===== src/rtl/fcbs_pkg.sv =====
// Shared types, constants and CRC helper for the byte-stuffing packet framer.
package fcbs_pkg;

  // Framing characters.
  localparam logic [7:0] STX     = 8'h3E;
  localparam logic [7:0] DLE     = 8'h2F;
  localparam logic [7:0] ETX     = 8'h0D;
  localparam logic [7:0] ETX_SUB = ETX - 8'd1;

  // CRC-16/MODBUS.
  localparam logic [15:0] CRC_INIT = 16'hFFFF;
  localparam logic [15:0] CRC_POLY = 16'hA001;

  // Packet length limits.
  localparam int MAX_WORDS = 29;
  localparam int WCNT_W    = 5;

  // Configuration port.
  localparam int CFG_IDX_W  = 2;
  localparam int CFG_DATA_W = 8;
  localparam logic [CFG_IDX_W-1:0] REG_CMD  = 2'd0;
  localparam logic [CFG_IDX_W-1:0] REG_SUB  = 2'd1;
  localparam logic [CFG_IDX_W-1:0] REG_WCNT = 2'd2;

  // Depth of the queue between front and back.
  localparam int QUEUE_DEPTH = 2;

  // One classified request handed from the front to the back.
  typedef struct packed {
    logic [15:0]       word;
    logic              first;
    logic              last;
    logic [7:0]        cmd;
    logic [7:0]        sub;
    logic [WCNT_W-1:0] cnt;
  } job_t;

  // Fold one byte into the running CRC, one bit per step.
  function automatic logic [15:0] crc_feed(input logic [15:0] crc, input logic [7:0] b);
    logic [15:0] c;
    c = crc ^ {8'h00, b};
    for (int k = 0; k < 8; k++) begin
      if (c[0]) begin
        c = (c >> 1) ^ CRC_POLY;
      end else begin
        c = c >> 1;
      end
    end
    return c;
  endfunction

endpackage


===== src/rtl/fcbs_if.sv =====
// Valid/ready channel interfaces for input words, output bytes and configuration writes.
interface fcbs_in_if;
  logic               valid;
  logic               ready;
  logic signed [15:0] data_word;

  modport source (output valid, output data_word, input ready);
  modport sink (input valid, input data_word, output ready);
endinterface

interface fcbs_out_if;
  logic       valid;
  logic       ready;
  logic [7:0] out_byte;
  logic       last_of_run;
  logic       frame_end;

  modport source (output valid, output out_byte, output last_of_run, output frame_end,
                  input ready);
  modport sink (input valid, input out_byte, input last_of_run, input frame_end,
                output ready);
endinterface

interface fcbs_cfg_if;
  import fcbs_pkg::*;
  logic                  valid;
  logic                  ready;
  logic [CFG_IDX_W-1:0]  index;
  logic [CFG_DATA_W-1:0] data;

  modport source (output valid, output index, output data, input ready);
  modport sink (input valid, input index, input data, output ready);
endinterface


===== src/rtl/crc_packet_framer_with_byte_stuffing_top.sv =====
// Top level of the byte-stuffing packet framer with CRC-16/MODBUS.
//
//   channel  | dir | payload                               | accepted when
//   ---------+-----+---------------------------------------+----------------------
//   in_ch    | in  | data_word (signed 16)                 | valid && ready
//   out_ch   | out | out_byte (8), last_of_run, frame_end  | valid && ready
//   cfg_ch   | in  | index (2), data (8)                   | valid && ready (always)
//
// Each request yields 2 to 16 output bytes; the back-end sequencer sends one byte
// per cycle while the output is ready, 2 to 4 of them for a word in the middle of
// a packet. The front end accepts a word per cycle while the two-entry queue has
// room. Reset is synchronous and active low; afterwards the registers hold command
// 86, subcommand 120 and word count 4. A stalled output holds its byte in the output
// register while the queue keeps taking requests until both of its entries are full.
module crc_packet_framer_with_byte_stuffing_top (
  input  logic        clk,
  input  logic        rst_n,
  fcbs_in_if.sink     in_ch,
  fcbs_out_if.source  out_ch,
  fcbs_cfg_if.sink    cfg_ch
);
  import fcbs_pkg::*;

  logic push_valid;
  logic push_ready;
  job_t push_job;
  logic pop_valid;
  logic pop_ready;
  job_t pop_job;

  fcbs_front u_front (
    .clk        (clk),
    .rst_n      (rst_n),
    .in_ch      (in_ch),
    .cfg_ch     (cfg_ch),
    .push_valid (push_valid),
    .push_ready (push_ready),
    .push_job   (push_job)
  );

  fcbs_queue u_queue (
    .clk        (clk),
    .rst_n      (rst_n),
    .push_valid (push_valid),
    .push_ready (push_ready),
    .push_job   (push_job),
    .pop_valid  (pop_valid),
    .pop_ready  (pop_ready),
    .pop_job    (pop_job)
  );

  fcbs_back u_back (
    .clk       (clk),
    .rst_n     (rst_n),
    .pop_valid (pop_valid),
    .pop_ready (pop_ready),
    .pop_job   (pop_job),
    .out_ch    (out_ch)
  );

endmodule


===== src/rtl/fcbs_front.sv =====
// Front end: configuration registers, word acceptance and packet position tracking.
module fcbs_front (
  input  logic              clk,
  input  logic              rst_n,
  fcbs_in_if.sink           in_ch,
  fcbs_cfg_if.sink          cfg_ch,
  output logic              push_valid,
  input  logic              push_ready,
  output fcbs_pkg::job_t    push_job
);
  import fcbs_pkg::*;

  logic [7:0]        cmd_r, cmd_nxt;
  logic [7:0]        sub_r, sub_nxt;
  logic [WCNT_W-1:0] wcnt_r, wcnt_nxt;
  logic [WCNT_W-1:0] taken_r, taken_nxt;
  logic [WCNT_W-1:0] cnt_used;
  logic [WCNT_W-1:0] taken_inc;
  logic              is_first;
  logic              is_last;
  logic              accept;

  // Configuration writes are always taken.
  assign cfg_ch.ready = 1'b1;

  always_comb begin
    cmd_nxt  = cmd_r;
    sub_nxt  = sub_r;
    wcnt_nxt = wcnt_r;
    if (cfg_ch.valid) begin
      unique case (cfg_ch.index)
        REG_CMD:  cmd_nxt  = cfg_ch.data;
        REG_SUB:  sub_nxt  = cfg_ch.data;
        REG_WCNT: wcnt_nxt = cfg_ch.data[WCNT_W-1:0];
        default: ;
      endcase
    end
  end

  // Word count as used: zero acts as one, large values clip to the maximum.
  always_comb begin
    if (wcnt_r == '0) begin
      cnt_used = WCNT_W'(1);
    end else if (wcnt_r > WCNT_W'(MAX_WORDS)) begin
      cnt_used = WCNT_W'(MAX_WORDS);
    end else begin
      cnt_used = wcnt_r;
    end
  end

  // Classify the incoming word by its place in the packet.
  assign accept    = in_ch.valid && push_ready;
  assign is_first  = (taken_r == '0);
  assign taken_inc = taken_r + WCNT_W'(1);
  assign is_last   = (taken_inc >= cnt_used);
  assign taken_nxt = accept ? (is_last ? '0 : taken_inc) : taken_r;

  assign in_ch.ready    = push_ready;
  assign push_valid     = in_ch.valid;
  assign push_job.word  = 16'(unsigned'(in_ch.data_word));
  assign push_job.first = is_first;
  assign push_job.last  = is_last;
  assign push_job.cmd   = cmd_r;
  assign push_job.sub   = sub_r;
  assign push_job.cnt   = cnt_used;

  always_ff @(posedge clk) begin
    if (!rst_n) begin
      cmd_r   <= 8'd86;
      sub_r   <= 8'd120;
      wcnt_r  <= WCNT_W'(4);
      taken_r <= '0;
    end else begin
      cmd_r   <= cmd_nxt;
      sub_r   <= sub_nxt;
      wcnt_r  <= wcnt_nxt;
      taken_r <= taken_nxt;
    end
  end

endmodule


===== src/rtl/fcbs_queue.sv =====
// Short request queue between the front end and the byte sequencer.
module fcbs_queue (
  input  logic           clk,
  input  logic           rst_n,
  input  logic           push_valid,
  output logic           push_ready,
  input  fcbs_pkg::job_t push_job,
  output logic           pop_valid,
  input  logic           pop_ready,
  output fcbs_pkg::job_t pop_job
);
  import fcbs_pkg::*;

  localparam int PTR_W = (QUEUE_DEPTH > 1) ? $clog2(QUEUE_DEPTH) : 1;
  localparam int CNT_W = $clog2(QUEUE_DEPTH + 1);

  job_t             slot_r [QUEUE_DEPTH];
  logic [PTR_W-1:0] wr_ptr_r, wr_ptr_nxt;
  logic [PTR_W-1:0] rd_ptr_r, rd_ptr_nxt;
  logic [CNT_W-1:0] count_r, count_nxt;
  logic             do_push;
  logic             do_pop;

  assign push_ready = (count_r != CNT_W'(QUEUE_DEPTH));
  assign pop_valid  = (count_r != '0);
  assign pop_job    = slot_r[rd_ptr_r];
  assign do_push    = push_valid && push_ready;
  assign do_pop     = pop_valid && pop_ready;

  // Pointer and occupancy updates.
  always_comb begin
    wr_ptr_nxt = wr_ptr_r;
    rd_ptr_nxt = rd_ptr_r;
    count_nxt  = count_r;
    if (do_push) begin
      wr_ptr_nxt = (wr_ptr_r == PTR_W'(QUEUE_DEPTH - 1)) ? '0 : wr_ptr_r + PTR_W'(1);
    end
    if (do_pop) begin
      rd_ptr_nxt = (rd_ptr_r == PTR_W'(QUEUE_DEPTH - 1)) ? '0 : rd_ptr_r + PTR_W'(1);
    end
    if (do_push && !do_pop) begin
      count_nxt = count_r + CNT_W'(1);
    end else if (do_pop && !do_push) begin
      count_nxt = count_r - CNT_W'(1);
    end
  end

  always_ff @(posedge clk) begin
    if (do_push) begin
      slot_r[wr_ptr_r] <= push_job;
    end
  end

  always_ff @(posedge clk) begin
    if (!rst_n) begin
      wr_ptr_r <= '0;
      rd_ptr_r <= '0;
      count_r  <= '0;
    end else begin
      wr_ptr_r <= wr_ptr_nxt;
      rd_ptr_r <= rd_ptr_nxt;
      count_r  <= count_nxt;
    end
  end

endmodule


===== src/rtl/fcbs_back.sv =====
// Back end: byte sequencer with escaping, CRC accumulation and the output register.
module fcbs_back (
  input  logic           clk,
  input  logic           rst_n,
  input  logic           pop_valid,
  output logic           pop_ready,
  input  fcbs_pkg::job_t pop_job,
  fcbs_out_if.source     out_ch
);
  import fcbs_pkg::*;

  typedef enum logic [8:0] {
    S_STX  = 9'b000000001,
    S_CMD  = 9'b000000010,
    S_SUB  = 9'b000000100,
    S_CNT  = 9'b000001000,
    S_LO   = 9'b000010000,
    S_HI   = 9'b000100000,
    S_CRCL = 9'b001000000,
    S_CRCH = 9'b010000000,
    S_ETX  = 9'b100000000
  } step_t;

  step_t       step_r, step_nxt;
  job_t        job_r, job_nxt;
  logic        busy_r, busy_nxt;
  logic        esc_r, esc_nxt;
  logic [15:0] crc_r, crc_nxt;
  logic        out_valid_r, out_valid_nxt;
  logic [7:0]  out_byte_r, out_byte_nxt;
  logic        out_last_r, out_last_nxt;
  logic        out_end_r, out_end_nxt;

  logic [7:0]  cur_raw;
  logic        stuffable;
  logic        special;
  logic        need_esc;
  logic        can_emit;
  logic        advance;
  logic        finishing;
  step_t       step_after;

  // Raw frame byte for the current step.
  always_comb begin
    unique case (step_r)
      S_STX:   cur_raw = STX;
      S_CMD:   cur_raw = job_r.cmd;
      S_SUB:   cur_raw = job_r.sub;
      S_CNT:   cur_raw = 8'(job_r.cnt);
      S_LO:    cur_raw = job_r.word[7:0];
      S_HI:    cur_raw = job_r.word[15:8];
      S_CRCL:  cur_raw = crc_r[7:0];
      S_CRCH:  cur_raw = crc_r[15:8];
      S_ETX:   cur_raw = ETX;
      default: cur_raw = '0;
    endcase
  end

  // Step that follows the current one within a request.
  always_comb begin
    unique case (step_r)
      S_STX:   step_after = S_CMD;
      S_CMD:   step_after = S_SUB;
      S_SUB:   step_after = S_CNT;
      S_CNT:   step_after = S_LO;
      S_LO:    step_after = S_HI;
      S_HI:    step_after = S_CRCL;
      S_CRCL:  step_after = S_CRCH;
      S_CRCH:  step_after = S_ETX;
      S_ETX:   step_after = S_STX;
      default: step_after = S_STX;
    endcase
  end

  // Escape decision and handshake with the output register.
  assign stuffable = (step_r != S_STX) && (step_r != S_ETX);
  assign special   = (cur_raw == STX) || (cur_raw == DLE) || (cur_raw == ETX);
  assign need_esc  = stuffable && special && !esc_r;
  assign can_emit  = busy_r && (!out_valid_r || out_ch.ready);
  assign advance   = can_emit && !need_esc;
  assign finishing = advance && ((step_r == S_ETX) || ((step_r == S_HI) && !job_r.last));
  assign pop_ready = !busy_r || finishing;

  // Sequencer, CRC and output register next state.
  always_comb begin
    step_nxt      = step_r;
    job_nxt       = job_r;
    busy_nxt      = busy_r;
    esc_nxt       = esc_r;
    crc_nxt       = crc_r;
    out_valid_nxt = out_valid_r;
    out_byte_nxt  = out_byte_r;
    out_last_nxt  = out_last_r;
    out_end_nxt   = out_end_r;

    if (can_emit) begin
      esc_nxt       = need_esc;
      out_valid_nxt = 1'b1;
      out_last_nxt  = finishing;
      out_end_nxt   = advance && (step_r == S_ETX);
      if (need_esc) begin
        out_byte_nxt = DLE;
      end else if (stuffable && (cur_raw == ETX)) begin
        out_byte_nxt = ETX_SUB;
      end else begin
        out_byte_nxt = cur_raw;
      end
    end else if (out_ch.ready) begin
      out_valid_nxt = 1'b0;
    end

    if (advance) begin
      step_nxt = step_after;
      if (step_r == S_STX) begin
        crc_nxt = CRC_INIT;
      end else if (step_r == S_CMD || step_r == S_SUB || step_r == S_CNT ||
                   step_r == S_LO || step_r == S_HI) begin
        crc_nxt = crc_feed(crc_r, cur_raw);
      end
    end

    // Take the next request as soon as the current one has sent its last byte.
    if (pop_ready) begin
      busy_nxt = pop_valid;
      if (pop_valid) begin
        job_nxt  = pop_job;
        step_nxt = pop_job.first ? S_STX : S_LO;
      end
    end
  end

  assign out_ch.valid       = out_valid_r;
  assign out_ch.out_byte    = out_byte_r;
  assign out_ch.last_of_run = out_last_r;
  assign out_ch.frame_end   = out_end_r;

  always_ff @(posedge clk) begin
    job_r      <= job_nxt;
    out_byte_r <= out_byte_nxt;
    out_last_r <= out_last_nxt;
    out_end_r  <= out_end_nxt;
  end

  always_ff @(posedge clk) begin
    if (!rst_n) begin
      step_r      <= S_STX;
      busy_r      <= 1'b0;
      esc_r       <= 1'b0;
      crc_r       <= CRC_INIT;
      out_valid_r <= 1'b0;
    end else begin
      step_r      <= step_nxt;
      busy_r      <= busy_nxt;
      esc_r       <= esc_nxt;
      crc_r       <= crc_nxt;
      out_valid_r <= out_valid_nxt;
    end
  end

`ifndef SYNTHESIS
  // A pending escape always sits behind a DLE held in the output register.
  a_esc_after_dle: assert property (@(posedge clk) disable iff (!rst_n)
    esc_r |-> (out_valid_r && out_byte_r == DLE))
    else $error("escape pending without DLE in output register");

  // Trailer steps only occur for the last word of a packet.
  a_trailer_only_last: assert property (@(posedge clk) disable iff (!rst_n)
    (busy_r && (step_r == S_CRCL || step_r == S_CRCH || step_r == S_ETX)) |-> job_r.last)
    else $error("trailer step reached for a word that does not close the packet");

  // A closing ETX on the output is the final byte of its request.
  a_frame_end_last: assert property (@(posedge clk) disable iff (!rst_n)
    (out_valid_r && out_end_r) |-> (out_last_r && out_byte_r == ETX))
    else $error("frame end flagged on a byte that is not the final ETX");

  // A new request is only taken when the sequencer is free or finishing.
  a_pop_when_free: assert property (@(posedge clk) disable iff (!rst_n)
    (pop_valid && pop_ready && busy_r) |-> finishing)
    else $error("request taken while the previous one is still in progress");
`endif

endmodule

===== src/flat_wrapper.sv =====
// flat-port wrapper written by rule: the top's interface ports become plain ports
module crc_packet_framer_with_byte_stuffing_top_flat import fcbs_pkg::*;
  (clk, rst_n, in_ch_valid, in_ch_data_word, in_ch_ready, out_ch_valid, out_ch_out_byte, out_ch_last_of_run, out_ch_frame_end, out_ch_ready, cfg_ch_valid, cfg_ch_index, cfg_ch_data, cfg_ch_ready);
  fcbs_in_if in_ch_i ();
  fcbs_out_if out_ch_i ();
  fcbs_cfg_if cfg_ch_i ();
  input  logic clk;
  input  logic rst_n;
  input wire logic [$bits(in_ch_i.valid)-1:0] in_ch_valid;
  input wire logic [$bits(in_ch_i.data_word)-1:0] in_ch_data_word;
  output wire logic [$bits(in_ch_i.ready)-1:0] in_ch_ready;
  output wire logic [$bits(out_ch_i.valid)-1:0] out_ch_valid;
  output wire logic [$bits(out_ch_i.out_byte)-1:0] out_ch_out_byte;
  output wire logic [$bits(out_ch_i.last_of_run)-1:0] out_ch_last_of_run;
  output wire logic [$bits(out_ch_i.frame_end)-1:0] out_ch_frame_end;
  input wire logic [$bits(out_ch_i.ready)-1:0] out_ch_ready;
  input wire logic [$bits(cfg_ch_i.valid)-1:0] cfg_ch_valid;
  input wire logic [$bits(cfg_ch_i.index)-1:0] cfg_ch_index;
  input wire logic [$bits(cfg_ch_i.data)-1:0] cfg_ch_data;
  output wire logic [$bits(cfg_ch_i.ready)-1:0] cfg_ch_ready;
  assign in_ch_i.valid = in_ch_valid;
  assign in_ch_i.data_word = in_ch_data_word;
  assign in_ch_ready = in_ch_i.ready;
  assign out_ch_valid = out_ch_i.valid;
  assign out_ch_out_byte = out_ch_i.out_byte;
  assign out_ch_last_of_run = out_ch_i.last_of_run;
  assign out_ch_frame_end = out_ch_i.frame_end;
  assign out_ch_i.ready = out_ch_ready;
  assign cfg_ch_i.valid = cfg_ch_valid;
  assign cfg_ch_i.index = cfg_ch_index;
  assign cfg_ch_i.data = cfg_ch_data;
  assign cfg_ch_ready = cfg_ch_i.ready;
  crc_packet_framer_with_byte_stuffing_top u_core (.clk(clk), .rst_n(rst_n), .in_ch(in_ch_i), .out_ch(out_ch_i), .cfg_ch(cfg_ch_i));
endmodule

===== config.mk =====
export PLATFORM = sky130hd
export DESIGN_NAME = crc_packet_framer_with_byte_stuffing_top_flat
export DESIGN_NICKNAME = d
export VERILOG_FILES = /design/src/rtl/fcbs_pkg.sv /design/src/rtl/fcbs_if.sv /design/src/rtl/crc_packet_framer_with_byte_stuffing_top.sv /design/src/rtl/fcbs_front.sv /design/src/rtl/fcbs_queue.sv /design/src/rtl/fcbs_back.sv /design/src/flat_wrapper.sv
export SDC_FILE = /design/constraint.sdc
export NUM_CORES = 1
export LEC_CHECK = 0
export BUFFER_PORTS_ARGS = -buffer_cell sky130_fd_sc_hd__buf_4
export CAP_MARGIN = 20
export CORE_UTILIZATION = 50
export CTS_CLUSTER_DIAMETER = 60
export DETAILED_ROUTE_END_ITERATION = 7
export PLACE_DENSITY_LB_ADDON = 0.3
export SLEW_MARGIN = 20
export SYNTH_ARGS = -nofsm -noshare
export SYNTH_HDL_FRONTEND = slang
export SYNTH_HIERARCHICAL = 1
export SYNTH_SLANG_ARGS = --single-unit

===== constraint.sdc =====
create_clock -name clk -period 9.6 [get_ports clk]
set_clock_uncertainty 0.15 [all_clocks]
set_input_delay 0.96 -clock clk [delete_from_list [all_inputs] [get_ports clk]]
set_output_delay 0.96 -clock clk [all_outputs]
set_load 0.03 [all_outputs]

==> run_results.csv <==
group,metric,value,unit
status,status,"complete, no violations",
timing,rsz0062_at_grt,"no",
placement,placedCellCount,833,
drt,detailroute.via_count,4764,
grt,grt_antenna_before_repair,0,
cts,cts-root-buf,"clkbuf_16",
cells_and_area,nets,675,
cells_and_area,antenna_cells,0,
synth,synth_cells,624,
synth,ys_seq_area_frac,0.6048,
min_path,hp-class,"flop to flop",
cts,clk_latency,430,ps
timing,hold_viol_final,0,
critical_path,worstSetupPathType,"flop to flop",
grt,grt_pass1_vias,4674,
power_and_ir_drop,p_comb_frac,0.324,
run,maxCapViolCount,0,
placement,portBuffers,42,
synth,syn-cell-area,8209,um2
timing,tightest_slew,1002,ps
cells_and_area,layout-drive-gt1-share,0.2296,
synth,synth_cell_types,77,
grt,grt_pass1_wl,25.16,mm
power_and_ir_drop,power,2.708,mW
cts,clockBufferDepth,2,
placement,place.gp.congestion,0.8498,
power_and_ir_drop,p_seq_frac,0.421,
cts,htreeDepth,4,
critical_path,arrival,4700,ps
critical_path,slowest_delay,630,ps
synth,synthArstFlopShare,0,
power_and_ir_drop,switching_share,0.3305,
timing,fin_crit,4493,ps
cts,cts-resized-gates,0,
timing,fin_crit_sh,0.4681,
power_and_ir_drop,pwr_density_cell,298.2,nW/um2
timing,fmax,0.2225,GHz
power_and_ir_drop,p_int,1.813,mW
cts,cts_num_sinks,185,
cells_and_area,area_growth,10.61,%
grt,grt_max_degree,57,
floorplan,die_w,130.1,um
cells_and_area,stdcell_count,865,
grt,grt_use_total,0.2032,
power_and_ir_drop,ir_drop,158.6,uV
floorplan,initial_core_util,0.5149,
critical_path,crit_chain,"nor4_4 -> and3_1 -> a22oi_1 -> o311ai_4 -> nand4_1 -> nor2_1 -> a21o_1 -> o21ai_0 -> o21ai_1 -> ha_1 -> or3_1 -> a21boi_1",
drt,drc,0,
cts,tritoncts,"done",
timing,setup_tns,0,ps
floorplan,core_area,15940,um2
timing,slew-limit-headroom,0.3320,
synth,synth_edf_count,126,
critical_path,critPathMaxFanout,16,
cts,cts_setup_buffers,0,
drt,first_pass_iters,5,
power_and_ir_drop,clockPowerShare,0.255,
timing,setup-violations-final,0,
drt,ant_nets,0,
drt,drt_iter0_drc,351,
timing,drv_slew,0,
floorplan,ios,44,
cts,clk_pin_slew,70,ps
cts,cts_hold_buf,0,
placement,dp_hpwl,11.16,mm
drt,vias_per_cell,5.508,
synth,synth_seq_cells,185,
floorplan,rows,46,
critical_path,crit_path_end_kind,"flop",
synth,ys_warn_count,6,
power_and_ir_drop,switching_power,0.8948,mW
grt,grt_overflow_total,0,
drt,wl_per_cell,18.63,um
critical_path,required,9800,ps
synth,synth-main-ff-cell,"edfxtp_1",
floorplan,fp.dieArea,16940,um2
power_and_ir_drop,leakage,3.267,nW
cells_and_area,utilization,0.5695,
synth,synth_nets,663,
cts,cts_made_buffers,17,
critical_path,crit_path_start_kind,"flop",
drt,drt_wl_total,16.12,mm
floorplan,die_y,130.1,um
synth,syn_avg_cell_area,13.16,um2
critical_path,cp_slowest_cell,"and3_1",
## flip-flops by register name, summed over array words and instances (netlist names), 2 cells and up, named ones only
register                       flops
u_core/u_queue/slot_r             78
u_core/u_back/step_r               9
u_core/u_front/wcnt_r              5
u_core/u_queue/count_r             2
u_core/u_back/out_ch.out_byte      8
u_core/u_front/cmd_r               8
u_core/u_front/taken_r             5
u_core/u_back/job_r               38
u_core/u_back/crc_r               16
u_core/u_front/sub_r               8
## critical path, delay by kind of cell, from the launching register on
family	cells	cell delay [ps]
AOI/OAI and AO/OA	6	1490
adders and majority gates	1	310
DFF	1	440
and+or+nand+nor	5	2030
## area by class of cell
| cell class | count | area, um2 |
|---|---|---|
| repair buffers | 46 | 345.3 |
| clock buffers | 22 | 485.5 |
| flip-flops and latches | 185 | 4965 |
| inverters | 12 | 45.04 |
| well taps | 216 | 270.3 |
| fillers | 1303 | 6863 |
| multi-input cells | 374 | 2865 |
| clock inverters | 10 | 103.9 |
## layout by cell type (no fill, tap or decap), types with 5 or more instances in the layout
master / count
nor3_1: 13
edfxtp_1: 126
a22oi_1: 13
dfxtp_1: 59
nand3b_1: 8
xnor2_1: 11
clkbuf_16: 18
buf_4: 46
mux2i_1: 25
and2_1: 5
nor2b_1: 18
nor2_1: 35
nand3_1: 17
mux2_2: 39
inv_1: 12
xor2_1: 10
ha_1: 8
nand2_1: 24
and3_1: 11
a21oi_1: 13
nand2b_1: 9
o21ai_0: 23
o21ai_1: 8
## Yosys cell counts, types with 5 or more instances
| library cell | instances | share of area |
|---|---|---|
| a21oi_1 | 13 | 0.0079 |
| a22oi_1 | 13 | 0.012 |
| and2_1 | 5 | 0.0038 |
| and3_1 | 12 | 0.0091 |
| buf_2 | 10 | 0.0061 |
| buf_4 | 27 | 0.025 |
| clkbuf_1 | 13 | 0.0059 |
| dfxtp_1 | 59 | 0.14 |
| edfxtp_1 | 126 | 0.46 |
| ha_1 | 8 | 0.012 |
| inv_1 | 12 | 0.0055 |
| mux2_2 | 39 | 0.053 |
| mux2i_1 | 25 | 0.030 |
| nand2_1 | 24 | 0.011 |
| nand2b_1 | 9 | 0.0069 |
| nand3_1 | 17 | 0.010 |
| nand3b_1 | 8 | 0.0073 |
| nor2_1 | 35 | 0.016 |
| nor2b_1 | 18 | 0.014 |
| nor3_1 | 13 | 0.0079 |
| o21ai_0 | 23 | 0.014 |
| o21ai_1 | 8 | 0.0049 |
| xnor2_1 | 11 | 0.012 |
| xor2_1 | 10 | 0.011 |
## power groups by stage
stage	Clock [mW]	Combinational, mW	Sequential [mW]
after floorplan	0	0.677	1.15
after global placement	0	0.863	1.15
after detailed placement	0	0.878	1.16
after CTS	0.706	0.885	1.14
after global routing	0.737	0.952	1.15
final	0.691	0.878	1.14
## path summary, 6_finish.rpt
path	start	to	slack, ps	depth (start not counted)
worst max-delay path	u_core/u_back/step_r[3]$_SDFF_PN0_	u_core/u_queue/count_r[1]$_SDFFE_PN0P_	5110	12
worst max register to register	u_core/u_back/step_r[3]$_SDFF_PN0_	u_core/u_queue/count_r[1]$_SDFFE_PN0P_	5110	12
worst min register to register	u_core/u_front/sub_r[0]$_SDFFE_PN0P_	u_core/u_queue/slot_r[1][5]$_DFFE_PP_	310	0
worst min-delay path	u_core/u_front/sub_r[0]$_SDFFE_PN0P_	u_core/u_queue/slot_r[1][5]$_DFFE_PP_	310	0
## per-stage QoR
step	hold slack, ps	instance area [um2]	worst slack [ps]
2_1_floorplan	274.9	8209	6108
3_3_place_gp	285.5	8491	5334
3_5_place_dp	294.9	8491	5146
4_1_cts	309.7	9080	5124
5_1_grt	323.2	9080	4825
6_report	305.1	9080	5107
## routing by layer
layer | global-route usage | part of all wire | vias to the layer above
li1 | - | - | 2303
met1 | 0.2663 | 0.46 | 2333
met2 | 0.3298 | 0.49 | 115
met3 | 0.04920 | 0.041 | 13
met4 | 0.07045 | 0.011 | 0
met5 | 0 | 0 | -
## logic make-up after synthesis
kind of cell / Yosys count / share of synthesized area
buf+inv: 65 / 0.04633
simple gates: 174 / 0.1238
compound gates: 98 / 0.08642
flops: 185 / 0.6048
mux: 64 / 0.08398
other cells: 1 / 0.0004568
xor+xnor: 29 / 0.04207
fa+ha+maj: 8 / 0.01219
(Power assumes the default switching activity.)
